<file path="config.mk">
export PLATFORM = sky130hd
export DESIGN_NAME = jtag_trace_decoder_flat
export DESIGN_NICKNAME = d
export VERILOG_FILES = /design/src/sv/jtd_pkg.sv /design/src/sv/jtd_in_if.sv /design/src/sv/jtd_out_if.sv /design/src/sv/jtd_front.sv /design/src/sv/jtd_queue.sv /design/src/sv/jtd_back.sv /design/src/sv/jtag_trace_decoder.sv /design/src/flat_wrapper.sv
export SDC_FILE = /design/constraint.sdc
export NUM_CORES = 1
export LEC_CHECK = 0
export ABC_CLOCK_PERIOD_IN_PS = 5900
export BUFFER_PORTS_ARGS = -buffer_cell sky130_fd_sc_hd__buf_2
export CORE_UTILIZATION = 50
export CTS_CLUSTER_DIAMETER = 60
export DETAILED_ROUTE_END_ITERATION = 10
export PLACE_DENSITY = 0.67
export REMOVE_ABC_BUFFERS = 1
export SKIP_CTS_REPAIR_TIMING = 1
export SYNTH_ARGS = -nofsm -noshare
export SYNTH_HDL_FRONTEND = slang
export SYNTH_SLANG_ARGS = --single-unit
export TNS_END_PERCENT = 20
</file>
<file path="constraint.sdc">
create_clock -name clk_i -period 5.9 [get_ports clk_i]
set_input_delay 0.59 -clock clk_i [delete_from_list [all_inputs] [get_ports clk_i]]
set_output_delay 0.59 -clock clk_i [all_outputs]
set_load 0.05 [all_outputs]
</file>
<file path="src/sv/jtd_pkg.sv">
package jtd_pkg;

  // Default width of one assembled shift word
  localparam int unsigned ByteBits = 8;

  // Configuration reset values
  localparam logic [7:0] ProgramOpcodeRst = 8'h71;
  localparam logic [3:0] AddressCountRst  = 4'd4;

  // Depth of the queue between decode and output
  localparam int unsigned QueueDepth = 2;

  // Configuration register indexes
  typedef enum logic {
    CFG_PROGRAM_OPCODE = 1'b0,
    CFG_ADDRESS_COUNT  = 1'b1
  } cfg_idx_e;

  // Result item kinds
  typedef enum logic [1:0] {
    KIND_IR   = 2'd0,
    KIND_DR   = 2'd1,
    KIND_DROP = 2'd2
  } kind_e;

  // TAP controller states, one-hot; bit position is the state number
  typedef enum logic [15:0] {
    TAP_RESET      = 16'h0001,
    TAP_IDLE       = 16'h0002,
    TAP_SELECT_DR  = 16'h0004,
    TAP_CAPTURE_DR = 16'h0008,
    TAP_SHIFT_DR   = 16'h0010,
    TAP_EXIT1_DR   = 16'h0020,
    TAP_PAUSE_DR   = 16'h0040,
    TAP_EXIT2_DR   = 16'h0080,
    TAP_UPDATE_DR  = 16'h0100,
    TAP_SELECT_IR  = 16'h0200,
    TAP_CAPTURE_IR = 16'h0400,
    TAP_SHIFT_IR   = 16'h0800,
    TAP_EXIT1_IR   = 16'h1000,
    TAP_PAUSE_IR   = 16'h2000,
    TAP_EXIT2_IR   = 16'h4000,
    TAP_UPDATE_IR  = 16'h8000
  } tap_e;

  // One decoded result on its way to the output
  typedef struct packed {
    kind_e      kind;
    logic [7:0] tdi_byte;
    logic [7:0] tdo_byte;
    logic       is_address;
    logic       starts_group;
    logic [2:0] partial_bits;
    logic [3:0] tap_now;
  } jtd_rec_t;

  // Standard TAP transition on TMS
  function automatic tap_e tap_next(tap_e s, logic tms);
    tap_e n;
    case (s)
      TAP_RESET:      n = tms ? TAP_RESET     : TAP_IDLE;
      TAP_IDLE:       n = tms ? TAP_SELECT_DR : TAP_IDLE;
      TAP_SELECT_DR:  n = tms ? TAP_SELECT_IR : TAP_CAPTURE_DR;
      TAP_CAPTURE_DR: n = tms ? TAP_EXIT1_DR  : TAP_SHIFT_DR;
      TAP_SHIFT_DR:   n = tms ? TAP_EXIT1_DR  : TAP_SHIFT_DR;
      TAP_EXIT1_DR:   n = tms ? TAP_UPDATE_DR : TAP_PAUSE_DR;
      TAP_PAUSE_DR:   n = tms ? TAP_EXIT2_DR  : TAP_PAUSE_DR;
      TAP_EXIT2_DR:   n = tms ? TAP_UPDATE_DR : TAP_SHIFT_DR;
      TAP_UPDATE_DR:  n = tms ? TAP_SELECT_DR : TAP_IDLE;
      TAP_SELECT_IR:  n = tms ? TAP_RESET     : TAP_CAPTURE_IR;
      TAP_CAPTURE_IR: n = tms ? TAP_EXIT1_IR  : TAP_SHIFT_IR;
      TAP_SHIFT_IR:   n = tms ? TAP_EXIT1_IR  : TAP_SHIFT_IR;
      TAP_EXIT1_IR:   n = tms ? TAP_UPDATE_IR : TAP_PAUSE_IR;
      TAP_PAUSE_IR:   n = tms ? TAP_EXIT2_IR  : TAP_PAUSE_IR;
      TAP_EXIT2_IR:   n = tms ? TAP_UPDATE_IR : TAP_SHIFT_IR;
      TAP_UPDATE_IR:  n = tms ? TAP_SELECT_DR : TAP_IDLE;
      default:        n = TAP_RESET;
    endcase
    return n;
  endfunction

  // One-hot state to its state number
  function automatic logic [3:0] tap_index(tap_e s);
    logic [15:0] v;
    logic [3:0]  idx;
    v   = s;
    idx = '0;
    for (int i = 0; i < 16; i++) begin
      if (v[i]) begin
        idx = idx | 4'(i);
      end
    end
    return idx;
  endfunction

endpackage

</file>
<file path="src/sv/jtd_in_if.sv">
interface jtd_in_if;
  logic valid;
  logic ready;
  logic tck;
  logic tms;
  logic tdi;
  logic tdo;

  modport source (output valid, output tck, output tms, output tdi, output tdo,
                  input ready);
  modport sink   (input valid, input tck, input tms, input tdi, input tdo,
                  output ready);
endinterface

</file>
<file path="src/sv/jtd_out_if.sv">
interface jtd_out_if;
  logic       valid;
  logic       ready;
  logic [1:0] kind;
  logic [7:0] tdi_byte;
  logic [7:0] tdo_byte;
  logic       is_address;
  logic       starts_group;
  logic [2:0] partial_bits;
  logic [3:0] tap_now;

  modport source (output valid, output kind, output tdi_byte, output tdo_byte,
                  output is_address, output starts_group, output partial_bits,
                  output tap_now, input ready);
  modport sink   (input valid, input kind, input tdi_byte, input tdo_byte,
                  input is_address, input starts_group, input partial_bits,
                  input tap_now, output ready);
endinterface

</file>
<file path="src/sv/jtd_front.sv">
module jtd_front
  import jtd_pkg::*;
#(
  parameter int unsigned BYTE_BITS = ByteBits
) (
  input  logic     clk_i,
  input  logic     rst_ni,
  jtd_in_if.sink   in_i,
  input  logic     cfg_we_i,
  input  cfg_idx_e cfg_idx_i,
  input  logic [7:0] cfg_data_i,
  input  logic     q_full_i,
  output logic     push_o,
  output jtd_rec_t rec_o
);

  localparam int unsigned IdxW = (BYTE_BITS > 1) ? $clog2(BYTE_BITS) : 1;
  localparam logic [IdxW-1:0] IdxLast = IdxW'(BYTE_BITS - 1);

  logic [7:0] opcode_q, opcode_d;
  logic [3:0] addr_cnt_q, addr_cnt_d;

  logic prev_tck_q, prev_tck_d;
  tap_e tap_q, tap_d;
  logic [BYTE_BITS-1:0] ir_tdi_q, ir_tdi_d, ir_tdo_q, ir_tdo_d;
  logic [BYTE_BITS-1:0] dr_tdi_q, dr_tdi_d, dr_tdo_q, dr_tdo_d;
  logic [IdxW-1:0] ir_idx_q, ir_idx_d, dr_idx_q, dr_idx_d;
  logic addr_pend_q, addr_pend_d;
  logic [3:0] addr_seen_q, addr_seen_d;
  logic dr_since_q, dr_since_d;

  logic accept;
  logic tck_rise;
  tap_e nxt;
  logic leaving;
  logic [3:0] seen_inc;
  logic [IdxW:0] ir_cnt, dr_cnt;

  assign in_i.ready = !q_full_i;
  assign accept     = in_i.valid && !q_full_i;
  assign tck_rise   = !prev_tck_q && in_i.tck;
  assign nxt        = tap_next(tap_q, in_i.tms);
  assign leaving    = ((tap_q == TAP_SHIFT_IR) || (tap_q == TAP_SHIFT_DR)) && (nxt != tap_q);
  assign seen_inc   = addr_seen_q + 4'd1;
  assign ir_cnt     = {1'b0, ir_idx_q} + (IdxW+1)'(1);
  assign dr_cnt     = {1'b0, dr_idx_q} + (IdxW+1)'(1);

  // Configuration writes
  always_comb begin
    opcode_d   = opcode_q;
    addr_cnt_d = addr_cnt_q;
    if (cfg_we_i) begin
      case (cfg_idx_i)
        CFG_PROGRAM_OPCODE: opcode_d   = cfg_data_i;
        CFG_ADDRESS_COUNT:  addr_cnt_d = cfg_data_i[3:0];
        default: ;
      endcase
    end
  end

  // Decode one sample: shift, complete bytes, step TAP, drop partials
  always_comb begin
    prev_tck_d  = prev_tck_q;
    tap_d       = tap_q;
    ir_tdi_d    = ir_tdi_q;
    ir_tdo_d    = ir_tdo_q;
    ir_idx_d    = ir_idx_q;
    dr_tdi_d    = dr_tdi_q;
    dr_tdo_d    = dr_tdo_q;
    dr_idx_d    = dr_idx_q;
    addr_pend_d = addr_pend_q;
    addr_seen_d = addr_seen_q;
    dr_since_d  = dr_since_q;
    push_o      = 1'b0;
    rec_o       = '0;
    rec_o.kind  = KIND_IR;
    rec_o.tap_now = tap_index(nxt);

    if (accept) begin
      prev_tck_d = in_i.tck;
      if (tck_rise) begin
        tap_d = nxt;

        if (tap_q == TAP_SHIFT_IR) begin
          ir_tdi_d = ir_tdi_q | (BYTE_BITS'(in_i.tdi) << ir_idx_q);
          ir_tdo_d = ir_tdo_q | (BYTE_BITS'(in_i.tdo) << ir_idx_q);
          if (ir_idx_q == IdxLast) begin
            push_o             = 1'b1;
            rec_o.kind         = KIND_IR;
            rec_o.tdi_byte     = 8'(ir_tdi_d);
            rec_o.tdo_byte     = 8'(ir_tdo_d);
            rec_o.starts_group = dr_since_q;
            dr_since_d         = 1'b0;
            if ((8'(ir_tdi_d) == opcode_q) && (addr_cnt_q != 4'd0)) begin
              addr_pend_d = 1'b1;
            end
            ir_tdi_d = '0;
            ir_tdo_d = '0;
            ir_idx_d = '0;
          end else begin
            ir_idx_d = IdxW'(ir_cnt);
          end
        end else if (tap_q == TAP_SHIFT_DR) begin
          dr_tdi_d = dr_tdi_q | (BYTE_BITS'(in_i.tdi) << dr_idx_q);
          dr_tdo_d = dr_tdo_q | (BYTE_BITS'(in_i.tdo) << dr_idx_q);
          if (dr_idx_q == IdxLast) begin
            push_o           = 1'b1;
            rec_o.kind       = KIND_DR;
            rec_o.tdi_byte   = 8'(dr_tdi_d);
            rec_o.tdo_byte   = 8'(dr_tdo_d);
            rec_o.is_address = addr_pend_q;
            if (addr_pend_q) begin
              if (seen_inc == addr_cnt_q) begin
                addr_pend_d = 1'b0;
                addr_seen_d = 4'd0;
              end else begin
                addr_seen_d = seen_inc;
              end
            end
            dr_since_d = 1'b1;
            dr_tdi_d   = '0;
            dr_tdo_d   = '0;
            dr_idx_d   = '0;
          end else begin
            dr_idx_d = IdxW'(dr_cnt);
          end
        end

        // Leaving a shift state: report and clear a partial word
        if (leaving) begin
          if (dr_idx_d != '0) begin
            if (!push_o) begin
              push_o             = 1'b1;
              rec_o.kind         = KIND_DROP;
              rec_o.tdi_byte     = 8'(dr_tdi_d);
              rec_o.tdo_byte     = 8'(dr_tdo_d);
              rec_o.partial_bits = 3'(dr_idx_d);
            end
            dr_idx_d = '0;
            dr_tdi_d = '0;
            dr_tdo_d = '0;
          end
          if (ir_idx_d != '0) begin
            if (!push_o) begin
              push_o             = 1'b1;
              rec_o.kind         = KIND_DROP;
              rec_o.tdi_byte     = 8'(ir_tdi_d);
              rec_o.tdo_byte     = 8'(ir_tdo_d);
              rec_o.partial_bits = 3'(ir_idx_d);
            end
            ir_idx_d = '0;
            ir_tdi_d = '0;
            ir_tdo_d = '0;
          end
        end
      end
    end
  end

  always_ff @(posedge clk_i or negedge rst_ni) begin
    if (!rst_ni) begin
      opcode_q    <= ProgramOpcodeRst;
      addr_cnt_q  <= AddressCountRst;
      prev_tck_q  <= 1'b0;
      tap_q       <= TAP_RESET;
      ir_tdi_q    <= '0;
      ir_tdo_q    <= '0;
      ir_idx_q    <= '0;
      dr_tdi_q    <= '0;
      dr_tdo_q    <= '0;
      dr_idx_q    <= '0;
      addr_pend_q <= 1'b0;
      addr_seen_q <= 4'd0;
      dr_since_q  <= 1'b0;
    end else begin
      opcode_q    <= opcode_d;
      addr_cnt_q  <= addr_cnt_d;
      prev_tck_q  <= prev_tck_d;
      tap_q       <= tap_d;
      ir_tdi_q    <= ir_tdi_d;
      ir_tdo_q    <= ir_tdo_d;
      ir_idx_q    <= ir_idx_d;
      dr_tdi_q    <= dr_tdi_d;
      dr_tdo_q    <= dr_tdo_d;
      dr_idx_q    <= dr_idx_d;
      addr_pend_q <= addr_pend_d;
      addr_seen_q <= addr_seen_d;
      dr_since_q  <= dr_since_d;
    end
  end

endmodule

</file>
<file path="src/sv/jtd_queue.sv">
module jtd_queue
  import jtd_pkg::*;
(
  input  logic     clk_i,
  input  logic     rst_ni,
  input  logic     push_i,
  input  jtd_rec_t rec_i,
  output logic     full_o,
  input  logic     pop_i,
  output logic     valid_o,
  output jtd_rec_t rec_o
);

  localparam int unsigned PtrW = (QueueDepth > 1) ? $clog2(QueueDepth) : 1;
  localparam int unsigned CntW = $clog2(QueueDepth + 1);
  localparam logic [PtrW-1:0] PtrLast = PtrW'(QueueDepth - 1);

  jtd_rec_t mem_q [QueueDepth];
  logic [PtrW-1:0] wr_ptr_q, wr_ptr_d, rd_ptr_q, rd_ptr_d;
  logic [CntW-1:0] cnt_q, cnt_d;

  assign full_o  = (cnt_q == CntW'(QueueDepth));
  assign valid_o = (cnt_q != '0);
  assign rec_o   = mem_q[rd_ptr_q];

  // Pointer and fill bookkeeping
  always_comb begin
    wr_ptr_d = wr_ptr_q;
    rd_ptr_d = rd_ptr_q;
    cnt_d    = cnt_q;
    if (push_i) begin
      wr_ptr_d = (wr_ptr_q == PtrLast) ? '0 : wr_ptr_q + PtrW'(1);
    end
    if (pop_i) begin
      rd_ptr_d = (rd_ptr_q == PtrLast) ? '0 : rd_ptr_q + PtrW'(1);
    end
    if (push_i && !pop_i) begin
      cnt_d = cnt_q + CntW'(1);
    end else if (pop_i && !push_i) begin
      cnt_d = cnt_q - CntW'(1);
    end
  end

  always_ff @(posedge clk_i or negedge rst_ni) begin
    if (!rst_ni) begin
      wr_ptr_q <= '0;
      rd_ptr_q <= '0;
      cnt_q    <= '0;
    end else begin
      wr_ptr_q <= wr_ptr_d;
      rd_ptr_q <= rd_ptr_d;
      cnt_q    <= cnt_d;
    end
  end

  // Entry storage
  always_ff @(posedge clk_i) begin
    if (push_i) begin
      mem_q[wr_ptr_q] <= rec_i;
    end
  end

endmodule

</file>
<file path="src/sv/jtd_back.sv">
module jtd_back
  import jtd_pkg::*;
(
  input  logic      clk_i,
  input  logic      rst_ni,
  input  logic      q_valid_i,
  input  jtd_rec_t  q_rec_i,
  output logic      pop_o,
  jtd_out_if.source out_o
);

  logic     out_valid_q, out_valid_d;
  jtd_rec_t out_rec_q;

  // Refill the output register when it is empty or being taken
  assign pop_o = q_valid_i && (!out_valid_q || out_o.ready);

  always_comb begin
    out_valid_d = out_valid_q;
    if (pop_o) begin
      out_valid_d = 1'b1;
    end else if (out_o.ready) begin
      out_valid_d = 1'b0;
    end
  end

  always_ff @(posedge clk_i or negedge rst_ni) begin
    if (!rst_ni) begin
      out_valid_q <= 1'b0;
    end else begin
      out_valid_q <= out_valid_d;
    end
  end

  always_ff @(posedge clk_i) begin
    if (pop_o) begin
      out_rec_q <= q_rec_i;
    end
  end

  assign out_o.valid        = out_valid_q;
  assign out_o.kind         = out_rec_q.kind;
  assign out_o.tdi_byte     = out_rec_q.tdi_byte;
  assign out_o.tdo_byte     = out_rec_q.tdo_byte;
  assign out_o.is_address   = out_rec_q.is_address;
  assign out_o.starts_group = out_rec_q.starts_group;
  assign out_o.partial_bits = out_rec_q.partial_bits;
  assign out_o.tap_now      = out_rec_q.tap_now;

endmodule

</file>
<file path="src/sv/jtag_trace_decoder.sv">
// JTAG trace decoder: one line sample accepted per cycle, sustained while the queue is not full.
// A result item passes from the sample decode into a two-entry queue, and from there
// into the output register that presents it.
// The queue decouples decode from output stalls; input stalls only when it is full.
// Reset (rst_ni, asynchronous, active low): TAP in Test-Logic-Reset, shift words
// and counters cleared, program opcode 0x71, address byte count 4.
module jtag_trace_decoder
  import jtd_pkg::*;
#(
  parameter int unsigned BYTE_BITS = ByteBits
) (
  input  logic      clk_i,
  input  logic      rst_ni,
  jtd_in_if.sink    in_i,
  jtd_out_if.source out_o,
  input  logic      cfg_we_i,
  input  logic      cfg_idx_i,
  input  logic [7:0] cfg_data_i
);

  logic     q_full;
  logic     push;
  jtd_rec_t push_rec;
  logic     pop;
  logic     q_valid;
  jtd_rec_t q_rec;

  // Sample decode and TAP tracking
  jtd_front #(
    .BYTE_BITS(BYTE_BITS)
  ) u_front (
    .clk_i     (clk_i),
    .rst_ni    (rst_ni),
    .in_i      (in_i),
    .cfg_we_i  (cfg_we_i),
    .cfg_idx_i (cfg_idx_e'(cfg_idx_i)),
    .cfg_data_i(cfg_data_i),
    .q_full_i  (q_full),
    .push_o    (push),
    .rec_o     (push_rec)
  );

  // Result queue
  jtd_queue u_queue (
    .clk_i  (clk_i),
    .rst_ni (rst_ni),
    .push_i (push),
    .rec_i  (push_rec),
    .full_o (q_full),
    .pop_i  (pop),
    .valid_o(q_valid),
    .rec_o  (q_rec)
  );

  // Output register
  jtd_back u_back (
    .clk_i    (clk_i),
    .rst_ni   (rst_ni),
    .q_valid_i(q_valid),
    .q_rec_i  (q_rec),
    .pop_o    (pop),
    .out_o    (out_o)
  );

endmodule
</file>
<file path="src/flat_wrapper.sv">
// flat-port wrapper written by rule: the top's interface ports become plain ports
module jtag_trace_decoder_flat import jtd_pkg::*;
#(
  parameter int unsigned BYTE_BITS = ByteBits
)
  (clk_i, rst_ni, cfg_we_i, cfg_idx_i, cfg_data_i, in_i_valid, in_i_tck, in_i_tms, in_i_tdi, in_i_tdo, in_i_ready, out_o_valid, out_o_kind, out_o_tdi_byte, out_o_tdo_byte, out_o_is_address, out_o_starts_group, out_o_partial_bits, out_o_tap_now, out_o_ready);
  jtd_in_if in_i_i ();
  jtd_out_if out_o_i ();
  input  logic clk_i;
  input  logic rst_ni;
  input  logic cfg_we_i;
  input  logic cfg_idx_i;
  input  logic [7:0] cfg_data_i;
  input wire logic [$bits(in_i_i.valid)-1:0] in_i_valid;
  input wire logic [$bits(in_i_i.tck)-1:0] in_i_tck;
  input wire logic [$bits(in_i_i.tms)-1:0] in_i_tms;
  input wire logic [$bits(in_i_i.tdi)-1:0] in_i_tdi;
  input wire logic [$bits(in_i_i.tdo)-1:0] in_i_tdo;
  output wire logic [$bits(in_i_i.ready)-1:0] in_i_ready;
  output wire logic [$bits(out_o_i.valid)-1:0] out_o_valid;
  output wire logic [$bits(out_o_i.kind)-1:0] out_o_kind;
  output wire logic [$bits(out_o_i.tdi_byte)-1:0] out_o_tdi_byte;
  output wire logic [$bits(out_o_i.tdo_byte)-1:0] out_o_tdo_byte;
  output wire logic [$bits(out_o_i.is_address)-1:0] out_o_is_address;
  output wire logic [$bits(out_o_i.starts_group)-1:0] out_o_starts_group;
  output wire logic [$bits(out_o_i.partial_bits)-1:0] out_o_partial_bits;
  output wire logic [$bits(out_o_i.tap_now)-1:0] out_o_tap_now;
  input wire logic [$bits(out_o_i.ready)-1:0] out_o_ready;
  assign in_i_i.valid = in_i_valid;
  assign in_i_i.tck = in_i_tck;
  assign in_i_i.tms = in_i_tms;
  assign in_i_i.tdi = in_i_tdi;
  assign in_i_i.tdo = in_i_tdo;
  assign in_i_ready = in_i_i.ready;
  assign out_o_valid = out_o_i.valid;
  assign out_o_kind = out_o_i.kind;
  assign out_o_tdi_byte = out_o_i.tdi_byte;
  assign out_o_tdo_byte = out_o_i.tdo_byte;
  assign out_o_is_address = out_o_i.is_address;
  assign out_o_starts_group = out_o_i.starts_group;
  assign out_o_partial_bits = out_o_i.partial_bits;
  assign out_o_tap_now = out_o_i.tap_now;
  assign out_o_i.ready = out_o_ready;
  jtag_trace_decoder #(.BYTE_BITS(BYTE_BITS)) u_core (.clk_i(clk_i), .rst_ni(rst_ni), .in_i(in_i_i), .out_o(out_o_i), .cfg_we_i(cfg_we_i), .cfg_idx_i(cfg_idx_i), .cfg_data_i(cfg_data_i));
endmodule
</file>
Yosys cells after proc, flatten, opt, wreduce, memory -nomap -nowiden
Memories as Yosys holds them, arrays and structs flattened. A register that Yosys moved wholly into a read port is not among the register bits.
Cells that the tools add are included.
Widths: inputs -> output; s select.
{"block": "word_totals", "register_bits": 78, "latchBits": 0, "mem_bits_rw": 54, "mem_bits_ro": 0, "inputBits": 18, "output_inout_bits": 29, "word_cells": 202, "memories": 1}
{"block": "classes", "add_sub_neg": 7, "mul": 0, "div_mod_pow": 0, "n_lt_le_gt_ge": 0, "eq_ne": 24, "shifts": 4, "mux": 112, "bitwise": 6, "n_reduce_logical": 31}
{"name": "u_core.u_queue.mem_q", "depth": 2, "width": 27, "read_ports": 1, "rd_ports_with_merged_regs": 1, "wr": 1, "line_no": "jtd_queue.sv:18", "rtl": "jtd_rec_t mem_q [QueueDepth];"}
{"operator": "$pmux 16 s12", "n": 1}
{"operator": "$mux 8", "n": 19}
{"operator": "$mux 18", "n": 8}
{"operator": "$mux 3", "n": 23}
{"operator": "$mux 16", "n": 3}
{"operator": "$mux 23", "n": 2}
{"operator": "$mux 4", "n": 9}
{"operator": "$mux 1", "n": 35}
{"operator": "$or 8x8->8", "n": 4}
{"operator": "$shl 1x3->8", "n": 4}
{"operator": "$mux 9", "n": 2}
{"operator": "$eq 16x1->1 const B", "n": 1}
{"operator": "$eq 16x10->1 const B", "n": 1}
{"operator": "$eq 16x11->1 const B", "n": 1}
{"operator": "$eq 16x12->1 const B", "n": 1}
{"operator": "$eq 16x13->1 const B", "n": 1}
{"operator": "$eq 16x14->1 const B", "n": 1}
{"operator": "$eq 16x15->1 const B", "n": 1}
{"operator": "$eq 16x16->1 const B", "n": 1}
{"operator": "$eq 16x2->1 const B", "n": 1}
{"operator": "$eq 16x3->1 const B", "n": 1}
{"operator": "$eq 16x4->1 const B", "n": 1}
{"operator": "$eq 16x5->1 const B", "n": 1}
{"operator": "$eq 16x6->1 const B", "n": 1}
{"operator": "other kinds (32)", "n": 61}

Depth between registers and ports, before layout
{"block": "depth", "word_depth": 19, "mapped_depth": 15, "depth_no_buf": 12}

Modules after synthesis
From an unflattened synthesis, not the netlist that was laid out.
{"block": "hier_totals", "cells_unflattened": 831, "hier_area_um2": 8598.2}
{"module": "jtd_front", "instances": 1, "cells_each": 700, "area_per_inst_um2": 5506.5, "seq_area_each_um2": 1834.3}
{"module": "jtd_queue", "instances": 1, "cells_each": 100, "area_per_inst_um2": 2237.1, "seq_area_each_um2": 1721.7}
{"module": "jtd_back", "instances": 1, "cells_each": 31, "area_per_inst_um2": 854.6, "seq_area_each_um2": 835.8}

Worst setup path before layout
Ideal clock, no wire load.
{"block": "synth_path", "kind": "reg2reg", "start": "register u_core.u_front.tap_q[1]", "end": "memory u_core.u_queue.mem_q[1][0] in the netlist's numbering, enable pin", "setup_time_ps": 453, "arrival_ps": 4492, "required_time_ps": 5447, "path_slack_ps": 955, "path_stages_with_launch": 11, "path_buffers": 2, "cell_sequence": "dfrtp_1 > buf_4 > or4_4 > or3_1 > nor2_1 > o21ai_1 > xor2_1 > and3_4 > buf_6 > a2111o_1 > a21boi_0"}
{"block": "synth_between", "elab_chain_cells": 16, "word_cells_on_any_way": 46, "classes_between": "eq/ne (17); mux (22); reduce/logical (7)"}
{"element": "start: declaration", "line_no": "jtd_front.sv:24", "rtl": "tap_e tap_q, tap_d;"}
{"element": "start signal: assignment", "line_no": "jtd_front.sv:179", "rtl": "tap_q <= tap_d;"}
{"element": "$eq 16x5->1", "line_no": "jtd_pkg.sv:60, jtd_front.sv:43, jtd_front.sv:103"}
{"element": "$mux 3", "line_no": "jtd_front.sv:103", "rtl": "end else if (tap_q == TAP_SHIFT_DR) begin"}
{"element": "$mux 3", "line_no": "jtd_front.sv:84", "rtl": "if (tap_q == TAP_SHIFT_IR) begin"}
{"element": "$mux 3", "line_no": "jtd_front.sv:81", "rtl": "if (tck_rise) begin"}
{"element": "$mux 3", "line_no": "jtd_front.sv:79", "rtl": "if (accept) begin"}
{"element": "$reduce_bool 3->1", "line_no": "jtd_front.sv:131", "rtl": "if (dr_idx_d != '0) begin"}
{"element": "$mux 1", "line_no": "jtd_front.sv:131"}
{"element": "$mux 1", "line_no": "jtd_front.sv:130", "rtl": "if (leaving) begin"}
{"element": "$mux 1", "line_no": "jtd_front.sv:81"}
{"element": "$mux 1", "line_no": "jtd_front.sv:79"}
{"element": "$mux 1", "line_no": "jtd_front.sv:143", "rtl": "if (ir_idx_d != '0) begin"}
{"element": "$mux 1 (*)", "line_no": "jtd_front.sv:130"}
{"element": "$mux 1 (*)", "line_no": "jtd_front.sv:81"}
{"element": "$mux 1 (*)", "line_no": "jtd_front.sv:79"}
{"element": "$mux 1 (*)", "line_no": "jtd_queue.sv:58", "rtl": "if (push_i) begin"}
{"element": "$mux 1 (not written as such) (*)", "line_no": "jtd_queue.sv:59", "rtl": "mem_q[wr_ptr_q] <= rec_i;"}
{"element": "end: declaration", "line_no": "jtd_queue.sv:18"}
Every way passes the cells marked *; elsewhere a longest branch is shown, timed or not. The select of a mux whose other input is x is not followed.

==> report_table.html <==
<table>
<tr><th>Metric</th><th>Value</th></tr>
<tr><th colspan="2">Outcome</th></tr>
<tr><td>Outcome</td><td>finished, final reports clean</td></tr>
<tr><th colspan="2">Floorplanning</th></tr>
<tr><td>Number of core rows</td><td>47</td></tr>
<tr><td>Effective utilization at floorplan</td><td>51.3%</td></tr>
<tr><td>Total die area</td><td>0.0175 sq mm</td></tr>
<tr><td>Core outline area</td><td>0.0166 sq mm</td></tr>
<tr><td>Die boundary width</td><td>132 um</td></tr>
<tr><td>Die Span Y</td><td>132 um</td></tr>
<tr><td>Boundary pin count</td><td>47</td></tr>
<tr><th colspan="2">Place</th></tr>
<tr><td>Count of input and output buffers</td><td>46</td></tr>
<tr><td>Placer Congestion</td><td>0.899</td></tr>
<tr><td>Placed Cells</td><td>1026</td></tr>
<tr><td>Worst slack after detailed placement</td><td>1610 ps</td></tr>
<tr><td>Placement-stage cell area</td><td>0.00878 sq mm</td></tr>
<tr><td>Detailed-placement wirelength estimate</td><td>14600 um</td></tr>
<tr><th colspan="2">Worst setup path</th></tr>
<tr><td>CP Buf/Inv Count</td><td>0</td></tr>
<tr><td>Critical Path Max Stage Delay</td><td>990 ps</td></tr>
<tr><td>Category of the critical setup timing path</td><td>flip-flop to flip-flop</td></tr>
<tr><td>Largest fanout on the critical path</td><td>21</td></tr>
<tr><td>Slack of the worst reg-to-reg path</td><td>1560 ps</td></tr>
<tr><td>Required time of the critical path</td><td>6020 ps</td></tr>
<tr><td>Kind of cell adding the most delay to the critical path</td><td>simple AND/OR/NAND/NOR gates</td></tr>
<tr><td>Element type at the critical path end</td><td>flip-flop</td></tr>
<tr><td>Critical path startpoint category</td><td>flip-flop</td></tr>
<tr><td>Max stage delay cell, worst path</td><td>sky130_fd_sc_hd__xnor2_1</td></tr>
<tr><td>Worst endpoint data arrival time</td><td>4460 ps</td></tr>
<tr><td>Crit path cell chain</td><td>or4_4, nor4_4, nand2_1, nand4_1, o41ai_1, xnor2_1, a21o_1, o21ai_1</td></tr>
<tr><th colspan="2">Finish</th></tr>
<tr><td>Layout area overhead</td><td>10.2%</td></tr>
<tr><td>Number of fill cells in the layout</td><td>1420</td></tr>
<tr><td>Post-Layout Cell Count</td><td>1058</td></tr>
<tr><td>Total area of sequential cells</td><td>0.00439 sq mm</td></tr>
<tr><td>Cell area after layout</td><td>0.00938 sq mm</td></tr>
<tr><td>Diode insertion count for antenna repair</td><td>0</td></tr>
<tr><td>Fin util</td><td>56.6%</td></tr>
<tr><td>Final net count</td><td>849</td></tr>
<tr><td>Multi-input combinational cell area</td><td>0.00379 sq mm</td></tr>
<tr><td>Share of post-route cells with drive strength above 1</td><td>21.0%</td></tr>
<tr><th colspan="2">Timing</th></tr>
<tr><td>Min Tclk post-route</td><td>4340 ps</td></tr>
<tr><td>Max Clock Skew</td><td>8.93 ps</td></tr>
<tr><td>Transition time of the tightest slew-check pin</td><td>1250 ps</td></tr>
<tr><td>Final Hold Viols</td><td>0</td></tr>
<tr><td>Maximum achievable frequency</td><td>0.230 GHz</td></tr>
<tr><td>Setup repair after global routing missed its margin</td><td>false</td></tr>
<tr><td>Final count of pins violating max slew</td><td>0</td></tr>
<tr><td>Crit share post-route</td><td>73.6%</td></tr>
<tr><td>Setup ws final</td><td>1560 ps</td></tr>
<tr><td>Final setup fails</td><td>0</td></tr>
<tr><td>Final hold slack</td><td>346 ps</td></tr>
<tr><td>Worst slew margin relative to its limit</td><td>16.0%</td></tr>
<tr><td>Setup Total Neg Slack</td><td>0 ps</td></tr>
<tr><th colspan="2">Route</th></tr>
<tr><td>Detailed-router iteration count before antenna repair</td><td>5</td></tr>
<tr><td>Post-DRT Antenna Nets</td><td>0</td></tr>
<tr><td>Vias per std cell</td><td>6.18</td></tr>
<tr><td>Starting DRT DRC Count</td><td>716</td></tr>
<tr><td>Routed wire per std cell</td><td>20.2 um</td></tr>
<tr><td>Detailed-route DRC error count</td><td>0</td></tr>
<tr><td>Total number of vias</td><td>6536</td></tr>
<tr><td>Routed WL</td><td>21400 um</td></tr>
<tr><th colspan="2">Clocking</th></tr>
<tr><td>Clock sink count</td><td>159</td></tr>
<tr><td>Root buffer cell</td><td>sky130_fd_sc_hd__clkbuf_16</td></tr>
<tr><td>CTS buffer count</td><td>17</td></tr>
<tr><td>Clock latency on the worst-skew pair</td><td>430 ps</td></tr>
<tr><td>Clock tree from TritonCTS</td><td>yes</td></tr>
<tr><td>Max Buffers Root-to-Sink</td><td>2</td></tr>
<tr><td>Clk slew on worst S/H paths</td><td>70 ps</td></tr>
<tr><td>CTS H-tree depth</td><td>4</td></tr>
<tr><th colspan="2">Yosys</th></tr>
<tr><td>Most area-hungry cell type in the Yosys netlist</td><td>sky130_fd_sc_hd__edfxtp_1</td></tr>
<tr><td>Dominant synthesized flop cell</td><td>sky130_fd_sc_hd__edfxtp_1</td></tr>
<tr><td>Combined area of all synthesized cells</td><td>0.00851 sq mm</td></tr>
<tr><td>Synth area leaders</td><td>sky130_fd_sc_hd__edfxtp_1 (29%), sky130_fd_sc_hd__dfrtp_1 (21%), sky130_fd_sc_hd__mux2_2 (5.4%)</td></tr>
<tr><td>Synth warn</td><td>0</td></tr>
<tr><td>Flops &amp; latches, synth</td><td>159</td></tr>
<tr><td>Average footprint of a synthesized cell</td><td>10.4 sq um</td></tr>
<tr><td>Cells after Synth</td><td>818</td></tr>
<tr><td>Synth unique cells</td><td>66</td></tr>
<tr><td>Async set-or-reset flop fraction in the synthesized netlist</td><td>49.1%</td></tr>
<tr><td>Count of flip-flops with a built-in enable after synthesis</td><td>81</td></tr>
<tr><td>Fraction of the yosys area taken by sequential cells</td><td>51.6%</td></tr>
<tr><td>Top-area cell type share of the netlist area</td><td>28.6%</td></tr>
<tr><th colspan="2">Pwr</th></tr>
<tr><td>Internal power</td><td>2.24 mW</td></tr>
<tr><td>Total chip power</td><td>3.53 mW</td></tr>
<tr><td>Net switching component of the power</td><td>1.29 mW</td></tr>
<tr><td>Power density normalized to cell area</td><td>376 mW/mm^2</td></tr>
<tr><td>Combinational fraction of design power</td><td>27.5%</td></tr>
<tr><td>Worst VDD drop</td><td>0.215 mV</td></tr>
<tr><td>Share of total power in sequential cells</td><td>40.9%</td></tr>
<tr><td>Relative contribution of the clock network to total power</td><td>31.6%</td></tr>
<tr><td>Switching share of power</td><td>36.6%</td></tr>
<tr><td>Standby leakage power</td><td>3.47 nW</td></tr>
<tr><th colspan="2">Run</th></tr>
<tr><td>Number of violations of the max-capacitance limit</td><td>0</td></tr>
<tr><th colspan="2">Global routing</th></tr>
<tr><td>Pin count of the biggest net entering global routing</td><td>79</td></tr>
<tr><td>First-pass GRT wire length</td><td>34300 um</td></tr>
<tr><td>Number of global-route vias before repair</td><td>6115</td></tr>
<tr><td>Total grt overflow</td><td>0</td></tr>
<tr><td>Overall global routing resource usage</td><td>25.3%</td></tr>
<tr><td>Initial antenna violation count</td><td>0</td></tr>
<tr><th colspan="2">Min path</th></tr>
<tr><td>Kind of path behind the tightest hold check</td><td>input pin to async pin</td></tr>
</table>
final timing paths:
path / to / from / cells after the start
worst max-delay path: u_core.u_queue.mem_q[1][10] / u_core.u_front.tap_q[12] / 8
worst min-delay path: u_core.u_front.tap_q[2] / rst_ni / 1
worst max register to register: u_core.u_queue.mem_q[1][10] / u_core.u_front.tap_q[12] / 8
worst min register to register: u_core.u_back.out_o.valid / u_core.u_back.out_o.valid / 2
max in group asynchronous: u_core.u_front.addr_pend_q / rst_ni / 1
min in group clk_i: u_core.u_front.opcode_q[7] / cfg_data_i[7] / 2
metal layers:
metal  global-route usage (%)  vias to the layer above  routed length, um
li1                         -                     3072                  -
met1                     37.9                     3118               9980
met2                     35.0                      314               9190
met3                     6.67                       32               1770
met4                     9.20                        0                435
met5                        0                        -                  0
flip-flops by register name, summed over array words and instances, names as in the netlist, 4 cells and up:
signal	cells
u_core.u_back.out_o.tdi_byte	8
u_core.u_front.addr_seen_q	4
u_core.u_back.out_o.tdo_byte	8
u_core.u_front.ir_tdi_q	8
u_core.u_front.opcode_q	8
u_core.u_front.ir_tdo_q	8
u_core.u_front.dr_tdo_q	8
u_core.u_front.dr_tdi_q	8
u_core.u_front.tap_q	16
u_core.u_queue.mem_q	54
u_core.u_front.addr_cnt_q	4
u_core.u_back.out_o.tap_now	4
worst reg2reg max path: stages, from the launching register on:
cell                      delay (ps)
sky130_fd_sc_hd__dfrtp_1         520
sky130_fd_sc_hd__or4_4           600
sky130_fd_sc_hd__nor4_4          380
sky130_fd_sc_hd__nand2_1         240
sky130_fd_sc_hd__nand4_1         180
sky130_fd_sc_hd__o41ai_1         110
sky130_fd_sc_hd__xnor2_1         990
sky130_fd_sc_hd__a21o_1          730
sky130_fd_sc_hd__o21ai_1         280
cells in the mapped netlist (11+ instances only):
cell type / n
sky130_fd_sc_hd__a211oi_1: 22
sky130_fd_sc_hd__o21ai_0: 32
sky130_fd_sc_hd__xnor2_1: 15
sky130_fd_sc_hd__xor2_1: 13
sky130_fd_sc_hd__nor2_1: 56
sky130_fd_sc_hd__nand4_1: 14
sky130_fd_sc_hd__o21ai_1: 28
sky130_fd_sc_hd__o22ai_1: 18
sky130_fd_sc_hd__nor2b_1: 15
sky130_fd_sc_hd__nand2_1: 82
sky130_fd_sc_hd__and3_1: 11
sky130_fd_sc_hd__mux2_2: 41
sky130_fd_sc_hd__nor3_1: 31
sky130_fd_sc_hd__a21oi_1: 74
sky130_fd_sc_hd__dfrtp_1: 72
sky130_fd_sc_hd__a31oi_1: 15
sky130_fd_sc_hd__clkbuf_1: 39
sky130_fd_sc_hd__edfxtp_1: 81
kinds of logic (layout without fill, tap and decap cells):
logic type / Yosys count / count (layout) / synth area share [%]
adders and majority gates: 6 / 6 / 0.882
xor gates and xnor gates: 28 / 28 / 2.88
buffers and inverters: 74 / 94 / 4.03
DFF: 159 / 159 / 51.6
muxes: 43 / 43 / 5.66
and+or+nand+nor: 276 / 276 / 17.4
AOI/OAI and AO/OA: 232 / 232 / 17.5
layout make-up:
class / count / area share (%)
flip-flops and latches: 159 / 46.8
multi-input cells: 585 / 40.4
clock buffers: 18 / 4.68
repair buffers: 54 / 3.12
well taps: 220 / 2.93
clock inverters: 14 / 1.73
inverters: 8 / 0.320
power groups by stage:
stage | registers [mW] | clock network, mW | logic, mW
after CTS | 1.44 | 1.14 | 0.970
after global routing | 1.46 | 1.18 | 1.03
after global placement | 1.46 | 0 | 0.957
after floorplan | 1.66 | 0 | 0.493
final | 1.44 | 1.11 | 0.970
after detailed placement | 1.47 | 0 | 0.968
cell usage in the layout (no fill, tap or decap), types with 5 or more instances in the layout:
cell and count:
sky130_fd_sc_hd__mux2_2 41, sky130_fd_sc_hd__inv_8 5, sky130_fd_sc_hd__dfrtp_1 72, sky130_fd_sc_hd__nand3_1 10, sky130_fd_sc_hd__clkbuf_16 17, sky130_fd_sc_hd__xor2_1 13
sky130_fd_sc_hd__nor2b_1 15, sky130_fd_sc_hd__inv_1 8, sky130_fd_sc_hd__inv_6 5, sky130_fd_sc_hd__nor2_1 56, sky130_fd_sc_hd__edfxtp_1 81, sky130_fd_sc_hd__nor4_4 5
sky130_fd_sc_hd__a31oi_1 15, sky130_fd_sc_hd__dfstp_2 6, sky130_fd_sc_hd__a211oi_1 22, sky130_fd_sc_hd__ha_1 6, sky130_fd_sc_hd__nor2_2 10, sky130_fd_sc_hd__o31ai_1 5
sky130_fd_sc_hd__nor3_1 31, sky130_fd_sc_hd__o21ai_0 32, sky130_fd_sc_hd__nand2_1 82, sky130_fd_sc_hd__o22ai_1 18, sky130_fd_sc_hd__xnor2_1 15, sky130_fd_sc_hd__nand4_1 14
sky130_fd_sc_hd__nor4_1 7, sky130_fd_sc_hd__a21oi_1 73, sky130_fd_sc_hd__a211oi_2 9, sky130_fd_sc_hd__and2_1 5, sky130_fd_sc_hd__and3_1 11, sky130_fd_sc_hd__buf_4 9
sky130_fd_sc_hd__o21ai_1 28, sky130_fd_sc_hd__buf_2 45
(Power assumes the default switching activity.)
